### config.mk
export PLATFORM = sky130hd
export DESIGN_NAME = hcbp_ram
export DESIGN_NICKNAME = d
export VERILOG_FILES = /design/src/hcbp_ram.sv
export SDC_FILE = /design/constraint.sdc
export NUM_CORES = 1
export LEC_CHECK = 0
export BUFFER_PORTS_ARGS = -buffer_cell sky130_fd_sc_hd__buf_4
export CORE_MARGIN = 3
export CORE_UTILIZATION = 40
export CTS_CLUSTER_SIZE = 16
export DETAILED_ROUTE_END_ITERATION = 7
export HOLD_SLACK_MARGIN = 0.1
export PLACE_DENSITY = 0.6
export REMOVE_ABC_BUFFERS = 1
export SKIP_LAST_GASP = 1
export SLEW_MARGIN = 5
export SYNTH_ARGS = -nofsm -noshare
export SYNTH_HDL_FRONTEND = slang
export SYNTH_SLANG_ARGS = --single-unit
### constraint.sdc
create_clock -name clk -period 2.6 [get_ports clk]
set_clock_uncertainty 0.1 [all_clocks]
set_input_delay 0.39 -clock clk [delete_from_list [all_inputs] [get_ports clk]]
set_output_delay 0.39 -clock clk [all_outputs]
set_load 0.01 [all_outputs]
### src/hcbp_ram.sv
// Generic single-write, single-read RAM with registered read data.
module hcbp_ram #(
  parameter int WIDTH = 8,
  parameter int DEPTH = 16
) (
  input  logic                     clk,
  input  logic                     we,
  input  logic [$clog2(DEPTH)-1:0] waddr,
  input  logic [WIDTH-1:0]         wdata,
  input  logic                     re,
  input  logic [$clog2(DEPTH)-1:0] raddr,
  output logic [WIDTH-1:0]         rdata
);

  logic [WIDTH-1:0] mem [DEPTH];

  always_ff @(posedge clk) begin
    if (we) begin
      mem[waddr] <= wdata;
    end
    if (re) begin
      rdata <= mem[raddr];
    end
  end

endmodule

Word level (Yosys, flattened, before mapping)
Memory sizes are Yosys's and may differ from the RTL's. A register that Yosys moved wholly into a read port is not among the register bits.
Index checks and enable logic that the tools add are counted.

storage, ports and cells
  memories kept = 1
  word-level logic and storage cells = 3
  register bits = 0
  RAM bits = 128

cells by class
  mux-type cells = 2

memories
  name  depth  bits a word  read ports  clocked after memory_dff  wr ports  line  text
  mem   16     8            1           1                         1         15    logic [WIDTH-1:0] mem [DEPTH];

operators with widths
  kind              number
  1-bit 2-to-1 mux  2

Logic depth before layout (Yosys ltp)
  depth after elaboration = 2
  mapped depth = 5
  depth with buffers taken out = 3

Least setup slack after synthesis
Ideal clock, no wire load.

  kind = input port to flip-flop
  start point = in waddr[2]
  end point = mem mem[0][0], enable pin
  required time = 2.117 ns
  arrival = 1.500 ns
  setup time = 0.383 ns
  stages on the path = 2
  buffers on the path = 0
  setup slack = 0.617 ns
  cells stage by stage = or3b_2 > nor3_1

RTL lines
  what                line  text
  start: declaration  8     input logic [$clog2(DEPTH)-1:0] waddr,
  end: declaration    15

Straight into the memory's write port.

==> results.json <==
{
  "fp.dieH_um": 120,
  "fp.dieW_um": 120,
  "worstHoldPathCells": 1,
  "synth.distinct_cells": 18,
  "r2r_start": "mem[9][1]",
  "viasPerCell": 5.35,
  "syn_area_sq_um": 5230,
  "r2r_cells": 3,
  "first_pass_iters": 4,
  "clock-root-buffer": "clkbuf_16",
  "hpwl_um": 6850,
  "cts_tree": "done",
  "gr-total-overflow": 0,
  "syn_area_per_cell_sq_um": 22.8,
  "ant_nets": 0,
  "worstHoldEndpoint": "rdata[1]",
  "maxCapViolCount": 0,
  "cts_hold_buf": 0,
  "min_period_over_period": 0.644,
  "wl_per_cell_um": 22.5,
  "start_util": 0.411,
  "nets": 306,
  "worstSetupStartpointType": "input port",
  "dieArea_sq_um": 14500,
  "ir_worst_vdd_v": 0.000465,
  "worstMarginPinSlew_ps": 832,
  "fmax_mhz": 597,
  "cp_max_fo": 12,
  "finalPower_w": 0.00508,
  "setup-violations-final": 0,
  "drt_wl_total_um": 10600,
  "clkTransAtPathRegs_ps": 60,
  "yosys_warnings": 0,
  "rsz0062_at_grt": "no",
  "yosysSeqAreaShare": 0.781,
  "path_class": "in -> reg",
  "io_pins": 27,
  "leakage_nw": 2.14,
  "place_congestion": 0.728,
  "drcViolationCount": 0,
  "ys_ff_latch": 136,
  "fin_crit_ps": 1670,
  "htree_levels": 4,
  "final-hold-violation-count": 0,
  "clk_latency_ps": 410,
  "postCtsResizedCells": 0,
  "worstPathArrival_ps": 1720,
  "drtIter0Drc": 254,
  "clock_path_buffers": 2,
  "clock-sinks": 136,
  "antenna_found_initial": 0,
  "postLayoutCellArea_sq_um": 6330,
  "power_density_nw_per_um2": 801,
  "layout-drive-gt1-share": 0.323,
  "setup_ws_ps": 925,
  "r2r_end": "rdata[1]",
  "synth_cells": 229,
  "port_buffers": 26,
  "outcome": "finished, final reports clean",
  "cp-end-kind": "flip-flop",
  "hp-class": "in -> reg",
  "r2r_slack_ps": 960,
  "grt_usage": 0.160,
  "area_growth_pct": 21.2,
  "num_vias": 2523,
  "place_area_sq_um": 5750,
  "postCtsSetupRepairBufs": 0,
  "num_antenna_cells": 0,
  "slew_headroom": 0.444,
  "grt_pass1_vias": 2537,
  "core.rowCount": 41,
  "hold_start": "re",
  "slew_viol_final": 0,
  "required_ps": 2640,
  "cts_buffers": 17,
  "final_core_util": 0.498,
  "core_sq_um": 12700,
  "grt_pass1_wl_um": 16200,
  "pre_cts_ws_ps": 486,
  "grt_max_degree": 33,
  "setup_tns_ps": 0
}
stage by stage:
stage          instances  hold WS, ps
5_1_grt              472          175
4_1_cts              472          173
2_1_floorplan        219          389
3_5_place_dp         440          602
6_report             472          183
3_3_place_gp         440          598
worst max path at each step:
| stage | slack, ps | to | from | depth (start not counted) |
|---|---|---|---|---|
| final | 930 | rdata[1] | raddr[0] | 5 |
| after floorplan | 620 | mem[0][0] | waddr[2] | 2 |
| after CTS | 930 | rdata[1] | raddr[0] | 5 |
| after global routing | 860 | rdata[0] | raddr[0] | 5 |
| after detailed placement | 490 | rdata[1] | raddr[0] | 5 |
| after global placement | 500 | rdata[1] | raddr[0] | 5 |
state kept, by name, indices dropped and copies added, names as in the netlist:
| register | count |
|---|---|
| mem | 128 |
| rdata | 8 |
synth_stat cells:
cell	count	share of area
a22oi_1	16	0.023
and2_1	1	0.0012
and2b_1	1	0.0014
buf_2	3	0.0029
buf_4	1	0.0014
buf_6	3	0.0065
clkdlybuf4s25_2	3	0.0057
edfxtp_1	136	0.78
mux4_1	14	0.070
mux4_2	18	0.078
nand2_1	9	0.0065
nand2b_1	2	0.0024
nand3_1	1	0.00096
nand3b_1	2	0.0029
nor2_1	13	0.0093
nor2b_1	1	0.0012
nor3_1	4	0.0038
or3b_2	1	0.0017
cell families after synthesis:
group,synth area share
AO/OA/AOI/OAI,0.0230
buffers and inverters,0.0165
AND/OR/NAND/NOR,0.0314
multiplexers,0.148
flip-flops,0.781
cells in the final DEF (no fill, tap or decap), types with 3 or more instances in the layout:
master	synthesis	layout
mux4_2	18	18
mux4_1	14	14
clkinv_2	0	4
nand2_1	9	9
clkinv_1	0	3
buf_4	1	47
a22oi_1	16	16
clkbuf_16	0	17
nor3_1	4	4
bufinv_16	0	3
edfxtp_1	136	136
nor2_1	13	13
clkinvlp_4	0	4
worst max-delay path: stages:
cell,delay (ps)
buf_4,250
buf_12,200
mux4_1,560
a22oi_1,190
nand2_1,120
metal layers:
layer / GRT usage / vias to the layer above / part of all wire / routed length (um)
met5: 0 / - / 0 / 0
met4: 0.0637 / 0 / 0.0085 / 90
met3: 0.0384 / 4 / 0.074 / 787
met2: 0.233 / 101 / 0.47 / 5050
met1: 0.237 / 1317 / 0.44 / 4710
li1: - / 1101 / - / -
final cells by class:
cell class / count / area, sq um
fill: 1074 / 6390
multi-input combinational: 83 / 1060
tap: 172 / 215
clock buffer: 17 / 425
sequential: 136 / 4080
clock inverter: 15 / 160
timing repair buffer: 49 / 393
power by group:
| part | leakage, nW | internal [W] | switching (W) | total [W] |
|---|---|---|---|---|
| Combinational | 0.627 | 0.000112 | 0.000135 | 0.000247 |
| Clock | 0.277 | 0.00149 | 0.000858 | 0.00235 |
| Sequential | 1.24 | 0.00247 | 0.0000136 | 0.00248 |
(Power assumes the default switching activity.)
