File: src/hcbp_pkg.sv
// Shared types and constants for the Huffman code bit packer.
package hcbp_pkg;

  localparam int MAX_CODE_LEN    = 16;
  localparam int SYMBOL_COUNT    = 256;
  localparam int CODE_FIELD_BITS = 16;
  localparam int LEN_CAP         = (MAX_CODE_LEN < CODE_FIELD_BITS) ? MAX_CODE_LEN
                                                                     : CODE_FIELD_BITS;
  localparam int SYM_AW          = (SYMBOL_COUNT > 1) ? $clog2(SYMBOL_COUNT) : 1;

  localparam int OUTQ_DEPTH = 8;
  localparam int OQ_AW      = $clog2(OUTQ_DEPTH);
  localparam int OQ_CW      = OQ_AW + 1;

  localparam logic [1:0] OP_LOAD   = 2'd0;
  localparam logic [1:0] OP_ENCODE = 2'd1;
  localparam logic [1:0] OP_FLUSH  = 2'd2;

  typedef struct packed {
    logic [1:0]  opcode;
    logic [7:0]  symbol;
    logic [15:0] code_bits;
    logic [4:0]  code_length;
  } hcbp_in_t;

  typedef struct packed {
    logic [7:0] out_byte;
    logic       last;
  } hcbp_out_t;

  typedef struct packed {
    logic [15:0] code;
    logic [4:0]  len;
  } hcbp_entry_t;

  // Bytes produced by the packing stage in one cycle.
  typedef struct packed {
    logic [1:0] n;
    hcbp_out_t  b0;
    hcbp_out_t  b1;
  } hcbp_push_t;

endpackage

File: src/hcbp_outq.sv
// Output byte queue: takes up to two bytes a cycle, delivers one beat a cycle on pop.
module hcbp_outq (
  input  logic                    clk,
  input  logic                    rst_n,
  input  hcbp_pkg::hcbp_push_t    push,
  input  logic                    pop,
  output logic                    head_vld,
  output hcbp_pkg::hcbp_out_t     head,
  output logic [hcbp_pkg::OQ_CW-1:0] cnt
);
  import hcbp_pkg::*;

  hcbp_out_t        q_r [OUTQ_DEPTH];
  logic [OQ_AW-1:0] wr_r, wr_nxt, rd_r, rd_nxt;
  logic [OQ_CW-1:0] cnt_r, cnt_nxt;
  logic [OQ_AW-1:0] wr_p1;

  assign wr_p1    = wr_r + OQ_AW'(1);
  assign head_vld = (cnt_r != '0);
  assign head     = q_r[rd_r];
  assign cnt      = cnt_r;

  always_comb begin
    wr_nxt  = wr_r + OQ_AW'(push.n);
    rd_nxt  = pop ? rd_r + OQ_AW'(1) : rd_r;
    cnt_nxt = cnt_r + OQ_CW'(push.n) - (pop ? OQ_CW'(1) : '0);
  end

  always_ff @(posedge clk) begin
    if (push.n != 2'd0) begin
      q_r[wr_r] <= push.b0;
    end
    if (push.n == 2'd2) begin
      q_r[wr_p1] <= push.b1;
    end
  end

  always_ff @(posedge clk) begin
    if (!rst_n) begin
      wr_r  <= '0;
      rd_r  <= '0;
      cnt_r <= '0;
    end else begin
      wr_r  <= wr_nxt;
      rd_r  <= rd_nxt;
      cnt_r <= cnt_nxt;
    end
  end

endmodule

File: config.mk
export PLATFORM = sky130hd
export DESIGN_NAME = hcbp_outq
export DESIGN_NICKNAME = d
export VERILOG_FILES = /design/src/hcbp_pkg.sv /design/src/hcbp_outq.sv
export SDC_FILE = /design/constraint.sdc
export NUM_CORES = 1
export LEC_CHECK = 0
export ABC_CLOCK_PERIOD_IN_PS = 2480
export BUFFER_PORTS_ARGS = -buffer_cell sky130_fd_sc_hd__buf_2
export CAP_MARGIN = 20
export CORE_MARGIN = 2
export CORE_UTILIZATION = 60
export DETAILED_ROUTE_END_ITERATION = 16
export HOLD_SLACK_MARGIN = 0.15
export PLACE_DENSITY = 0.83
export SLEW_MARGIN = 20
export SYNTH_ARGS = -nofsm -noshare
export SYNTH_HDL_FRONTEND = slang
export SYNTH_SLANG_ARGS = --single-unit
File: constraint.sdc
create_clock -name clk -period 2.48 [get_ports clk]
set_input_delay 0.248 -clock clk [delete_from_list [all_inputs] [get_ports clk]]
set_output_delay 0.248 -clock clk [all_outputs]
set_load 0.02 [all_outputs]
[Yosys cells after proc, flatten, opt, wreduce, memory -nomap -nowiden]
Memories as Yosys holds them, arrays and structs flattened. A register that Yosys moved wholly into a read port is not among the register bits.
Cells that the tools add are included.
Storage, ports and cells
  flip-flop bits (word level): 10
  RAM bits: 72
  input port bits: 23
  output and inout bits: 14
  word-level logic and storage cells: 19
  memories kept: 1
Operators by class
  $add $sub $neg: 5
  eq/ne operators: 1
  multiplexer cells: 7
  reduce and logical (&&, ||, !) cells: 2
Memories
  q_r: depth 8, bits a word 9, read ports 1, clocked after memory_dff 1, write ports 2, RTL line hcbp_outq.sv:13  | hcbp_out_t q_r [OUTQ_DEPTH];
Operator list (count)
  3-bit by 1-bit adder with 3-bit output (second input constant): 2
  3-bit 2-to-1 mux: 2
  1-bit 2-to-1 mux: 5
  4-bit by 2-bit adder with 4-bit output: 1
  4-bit nonzero test: 1
  4-bit by 1-bit subtractor with 4-bit output: 1
  3-bit by 2-bit adder with 3-bit output: 1
  2-bit == test (second input constant): 1
  2-bit nonzero test: 1

[Logic depth before layout (Yosys ltp)]
Gate-level depths: netlist of run 1.
  depth after elaboration: 3
  mapped depth: 7
  mapped depth without buffers: 7

[Worst setup path before layout of run 1]
OpenSTA, ideal clock, no wires.
  path type: register -> register
  from: register wr_r[1]
  to: memory q_r[5][0] in the netlist's numbering, enable pin
  setup time: 0.387 ns
  arrival time: 1.623 ns
  required time: 2.093 ns
  path slack: 0.470 ns
  cell stages (with the launch flop): 5
  buffers on the path: 0
  period minus slack after synthesis: 2.010 ns
  path through: dfxtp_1 -> ha_1 -> nor4b_2 -> nand2_2 -> o21ai_0
RTL lines
  start, declared: RTL line hcbp_outq.sv:14  | logic [OQ_AW-1:0] wr_r, wr_nxt, rd_r, rd_nxt;
  start signal, assigned: RTL line hcbp_outq.sv:44  | wr_r <= wr_nxt;
  end, declared: RTL line hcbp_outq.sv:13

==> results.md, run 1 <==
- Most common cell in the synthesized netlist: mux2_2
- Final ANT Viol Nets: 0
- 1st-iter DRT viols: 261
- Rows: 31
- Part of the cycle the worst path needs: 91.99%
- Postcts setup bufs: 0
- Final min period: ~2300 ps
- CTS H-tree depth: 3
- Post-CTS resize count: 0
- Clock buffer count from CTS: 9
- Worst Path Required: approximately 2600 ps
- Wire per inst: ~21 um
- Port bufs: 36
- Synth Area in XOR/XNOR: 1.809%
- Fmax: 438.4 MHz
- Outcome: completed
- Clock sinks: 85
- Routability cong.: between 0.7 and 0.8
- Slew Limit Fails: 0
- Simple logic cell fraction of the synthesized area: 4.796%
- Maximum buffer depth of the clock tree: 2
- Post-route setup TNS: 0 ps
- Utilization after layout: between 60% and 70%
- # hold bufs at CTS: 0
- Ranking of synthesized cells by area: edfxtp_1 (50%), mux2_2 (21%), mux4_2 (9.3%)
- CP Cell Sequence: ha_1 > nand4b_1 > nor2_4 > mux2_2
- NumNets Final: 351
- FFs w/ async S/R, synth: 0%
- Most used flip-flop cell after synthesis: edfxtp_1
- Setup ws final: 198.8 ps
- Clock-pin slew on the worst setup and hold paths: 80 ps
- Die footprint: roughly 8000 um^2
- Vias in the first global route: 2559
- Final setup viols: 0
- Post-synth top cells: mux2_2 (80), edfxtp_1 (72), mux4_2 (18)
- Initial antenna violation count: 0
- Total track usage: 24.84%
- Largest family of logic cells by synthesized area: multiplexers
- CP arrival: 2390 ps
- Via-to-Cell Ratio: 5.948
- Chip width: 89.21 um
- Compound-Gate Fraction of Synth Area: 1.666%
- Fin cells: 421
- Final hold viol count: 0
- CTS tree: done
- Synth-to-Final Area Change: 13.15%
- Mux cell area share after synthesis: a little under a third
- Worst stage delay on the critical path: between 400 and 500 ps
- EDFF count, synth: 72
- Slowest cell on the critical path: nor2_4
- Top-area cell type share of the netlist area: approximately 50%
- Synth Area in Adders: 3.504%
- Max Clock Skew: 8.214 ps
- Worst Tran Pin Value: 941.3 ps
- Die Height: 89.21 um
- Clock root cell: clkbuf_8
- Unrepaired setup endpoints after global routing: no
- Yosys warns: 0
- Pin count of the biggest net entering global routing: 19
- Clock Latency Late Sink: 350 ps
- Pre-CTS WS: between 200 and 300 ps
- DP Cell Count: approximately 400
- Post-route cell area: 4930 um^2
- Post-synthesis cell count: 260
- Seq/Total Area, Yosys: 55.60%
- First-pass GRT wire length: 13850 um
- DR vias: 2504
- Count of boundary I/O pins: 37
- Crit path launch type: flip-flop
- DR DRC count: 0
- Flops & latches, synth: 85
- Crit Path Class: flip-flop to flip-flop
- Final global-route overflow total: 0
- Pwr Total: 3.520 mW
- Area leader, netlist: edfxtp_1
- Drt first pass iters: 4
- Number of antenna diodes: 0
- Post-synth cell types: 35
- Total Wirelength: 8890 um
- Share of post-route cells with drive strength above 1: a little under three fifths
- Hpwl dp: 6019 um
- Worst VDD drop: about 0.0005 V
- Core area: 7137 um^2
- Mapped cell area: approximately 4400 um^2
- Initial core utilization: between 60% and 70%
- Worst min path class: input port to flip-flop
- Syn_nets: 294
- Fillers: 517
- Max transition margin: 36.71%
- Setup crit end kind: flip-flop
- Placed Area: ~4700 um^2
- Syn Area/Cell: 16.76 um^2
- Critical Path Fanout Max: 9
- Max Cap Viol: 0
- Pleak: 1.762 nW
- Min Hold Slack: 246.3 ps
- Pwr/cell area: 714.0 nW/um^2
metal layers:
metal / track usage (%) / vias to the layer above / part of all wire, %
li1: - / 1135 / -
met1: 35.00 / 1248 / 40
met2: 36.70 / 102 / 49
met4: 13.03 / 0 / 2.7
met5: 0 / - / 0
met3: 5.171 / 19 / 7.4
area by class of cell:
class / instances / area (um^2) / share of cell area (%)
sequential: 85 / 2422 / 49.14
inverter: 9 / 33.78 / 0.6853
tap: 99 / 123.9 / 2.513
clock buffer: 10 / 127.6 / 2.589
timing repair buffer: 53 / 307.8 / 6.244
clock inverter: 6 / 63.81 / 1.294
multi-input combinational: 159 / 1851 / 37.54
worst max-delay path, delay by kind of cell (launching register included):
kind | cells | cell delay [ps]
simple gates | 2 | 820
flops | 1 | 390
mux | 1 | 390
fa+ha+maj | 1 | 440
worst paths after layout:
path / start / to / slack (ps) / depth (start not counted)
worst max register to register: wr_r[0] / q_r[6][0] / 200 / 4
worst min-delay path: rst_n / rd_r[0] / 250 / 2
worst min register to register: rd_r[1] / rd_r[1] / 550 / 2
worst max-delay path: wr_r[0] / q_r[6][0] / 200 / 4
sequential cells by signal, summed over array words and instances (netlist names), named ones only:
register / count
wr_r: 3
cnt: 4
rd_r: 3
q_r: 72
cells by family (layout without fill, tap and decap cells):
group           after synthesis  after routing
flops                        85             85
fa+ha+maj                    11             11
simple gates                 29             29
compound gates               12             12
mux                         101            101
xor+xnor                      6              6
buf+inv                      16             78
power breakdown:
| group | leakage, nW | total (mW) | internal [mW] | switching, mW |
|---|---|---|---|---|
| registers | 0.768 | 1.77 | 1.71 | 0.0661 |
| clock network | 0.0923 | 0.951 | 0.464 | 0.487 |
| logic | 0.901 | 0.795 | 0.370 | 0.424 |
| total | 1.76 | 3.52 | 2.54 | 0.978 |
cells in the final DEF, fill, tap and decap left out, drive strengths merged:
| cell type | count |
|---|---|
| inv | 9 |
| o21ai | 5 |
| nand2b | 3 |
| fa | 2 |
| nor2 | 2 |
| clkinv | 3 |
| o31ai | 2 |
| a21o | 1 |
| ha | 9 |
| o22ai | 2 |
| nor4b | 1 |
| and4bb | 1 |
| nand4b | 1 |
| xnor2 | 2 |
| clkbuf | 10 |
| nand3 | 3 |
| buf | 53 |
| clkinvlp | 2 |
| o21bai | 1 |
| and2 | 9 |
| xor2 | 4 |
| edfxtp | 72 |
| nor3b | 1 |
| dfxtp | 13 |
| mux4 | 18 |
| mux2 | 81 |
| mux2i | 2 |
| bufinv | 1 |
| nand2 | 7 |
| a21oi | 1 |
| nor2b | 1 |
Note: power is estimated with default switching activity, not from simulation.
==> run 2, diff against run 1 <==
REMOVE_ABC_BUFFERS = 1   (was unset)
==> run 2 against run 1 <==
Against the previous run:
- final area shrank 0.56%
- maximum frequency fell by 1.4%
- final cell count stayed put
- via count is 1.2% lower
- largest cell class unchanged
- largest power group unchanged
- sequential cell count did not move
- sequential share of layout area increased by 0.28 points
- worst setup slack worse by 32 ps
==> results.md, run 2 (synthesis results as in run 1) <==
- Placed Area: 4746 um^2 (+0.16%)
- Outcome: completed
- Wire per inst: 21.14 um (+0.10%)
- Clock sinks: 85 (unchanged)
- Final setup viols: 0 (unchanged)
- Part of the cycle the worst path needs: 93.27% (+1.3 points)
- Max Clock Skew: 10.33 ps (+2.119 ps)
- R2r startpoint: wr_r[1]
- DP Cell Count: 406 (+0.25%)
- Initial core utilization: 61.04% (unchanged)
- DR vias: 2475 (-1.2%)
- Post-route setup TNS: 0 ps (unchanged)
- Post-CTS resize count: 0 (unchanged)
- Worst VDD drop: 0.0003734 V (-24%)
- Max reg flops: 72 (unchanged)
- CP arrival: 2070 ps (-320 ps)
- Utilization after layout: 68.69% (-0.39 points)
- Slew Limit Fails: 0 (unchanged)
- Final ANT Viol Nets: 0 (unchanged)
- Unrepaired setup endpoints after global routing: no
- CTS tree: done
- Hpwl dp: 5978 um (-0.69%)
- DR DRC count: 0 (unchanged)
- Number of antenna diodes: 0 (unchanged)
- Crit path launch type: flip-flop
- Pin count of the biggest net entering global routing: 19 (unchanged)
- # hold bufs at CTS: 0 (unchanged)
- Clock Latency Late Sink: 350 ps (about the same)
- Setup crit end kind: output port
- Clock root cell: clkbuf_8
- Final min period: 2313 ps (+31.77 ps)
- Die footprint: 7958 um^2 (unchanged)
- Pre-CTS WS: 283.3 ps (+10.03 ps)
- Maximum buffer depth of the clock tree: 2 (unchanged)
- Die Height: 89.21 um (unchanged)
- Pwr/cell area: 691.5 nW/um^2 (-3.2%)
- Clock-pin slew on the worst setup and hold paths: 70 ps (about the same)
- Share of post-route cells with drive strength above 1: 55.28% (unchanged)
- Initial antenna violation count: 0 (unchanged)
- Final global-route overflow total: 0 (unchanged)
- Fin cells: 421 (unchanged)
- Max transition margin: 60.41% (+24 points)
- Total Wirelength: 8899 um (+0.10%)
- Worst Tran Pin Value: 593.0 ps (-348.3 ps)
- Post-route cell area: 4902 um^2 (-0.56%)
- NumNets Final: 352 (+0.28%)
- First-pass GRT wire length: 13700 um (-1.0%)
- Clock buffer count from CTS: 9 (unchanged)
- Max Cap Viol: 0 (unchanged)
- CTS H-tree depth: 3 (unchanged)
- Fmax: 432.3 MHz (-1.4%)
- Via-to-Cell Ratio: 5.879 (-1.2%)
- Drt first pass iters: 4 (unchanged)
- Pleak: 1.757 nW (-0.25%)
- Vias in the first global route: 2534 (-0.98%)
- Routability cong.: 0.8238 (+6.9%)
- Critical Path Fanout Max: 18 (+9)
- Final hold viol count: 0 (unchanged)
- Total track usage: 24.37% (-0.47 points)
- Count of boundary I/O pins: 37 (unchanged)
- Chip width: 89.21 um (unchanged)
- Worst Path Required: 2230 ps (-360 ps)
- 1st-iter DRT viols: 201 (-23%)
- Setup ws final: 167.0 ps (-31.77 ps)
- Synth-to-Final Area Change: 12.52%
- Worst Hold Launch: rst_n
- Most common cell after layout, fill and taps aside: mux2_2
- Largest register by flop count: q_r
- Core area: 7137 um^2 (unchanged)
- Pwr Total: 3.390 mW (-3.7%)
- Min Hold Slack: 256.9 ps (+10.60 ps)
- Postcts setup bufs: 0 (unchanged)
- Worst min path class: input port to flip-flop
- Commonest cells after routing, fill and taps aside: mux2_2 (80), edfxtp_1 (72), buf_2 (36), mux4_2 (18), buf_4 (18)
- Rows: 31 (unchanged)
- Port bufs: 36 (unchanged)
- Fillers: 520 (+0.58%)
- Crit Path Class: flip-flop to output port
==> run 2: cell types whose count changed in the layout (fill, tap and decap cells not counted), sizes merged <==
cell	change
buf	+1
clkinvlp	-1
bufinv	-1
clkinv	+1
==> run 2: cell type report <==
cell class                      instances  area (um^2)  share of cell area [%]
Multi-Input combinational cell        159         1851                   37.75
Clock inverter                          5        28.78                  0.5870
Tap cell                               99        123.9                   2.527
Sequential cell                        85         2422                   49.41
Inverter                                9        33.78                  0.6891
Clock buffer                           10        127.6                   2.603
Timing Repair Buffer                   54        315.3                   6.432
==> run 2: worst paths after layout <==
kind	end	slack (ps)	depth (start not counted)
worst max register to register	q_r[5][4]	250	5
worst min-delay path	rd_r[0]	260	2
worst max-delay path	head[4]	170	4
worst min register to register	flip-flop	560	2
==> run 2: where the power goes <==
part,leakage [nW],total (mW),internal (mW),switching [mW]
Clock,0.0818,0.814,0.352,0.462
Sequential,0.768,1.77,1.71,0.0653
Combinational,0.907,0.802,0.376,0.426
Total,1.76,3.39,2.44,0.953
==> run 2: per-layer routing <==
metal | global-route usage, % | part of all wire, % | wire length [um]
met2 | 40.00 | 51 | 4550
met1 | 32.25 | 42 | 3752
met5 | 0 | 0 | 0
met3 | 6.002 | 5.0 | 441
met4 | 7.870 | 1.7 | 155
==> run 2: worst max-delay path, stage by stage (launching register included) <==
cell and delay [ps]:
dfxtp_1 320, buf_4 360, mux4_2 570, mux2_2 310, buf_2 170
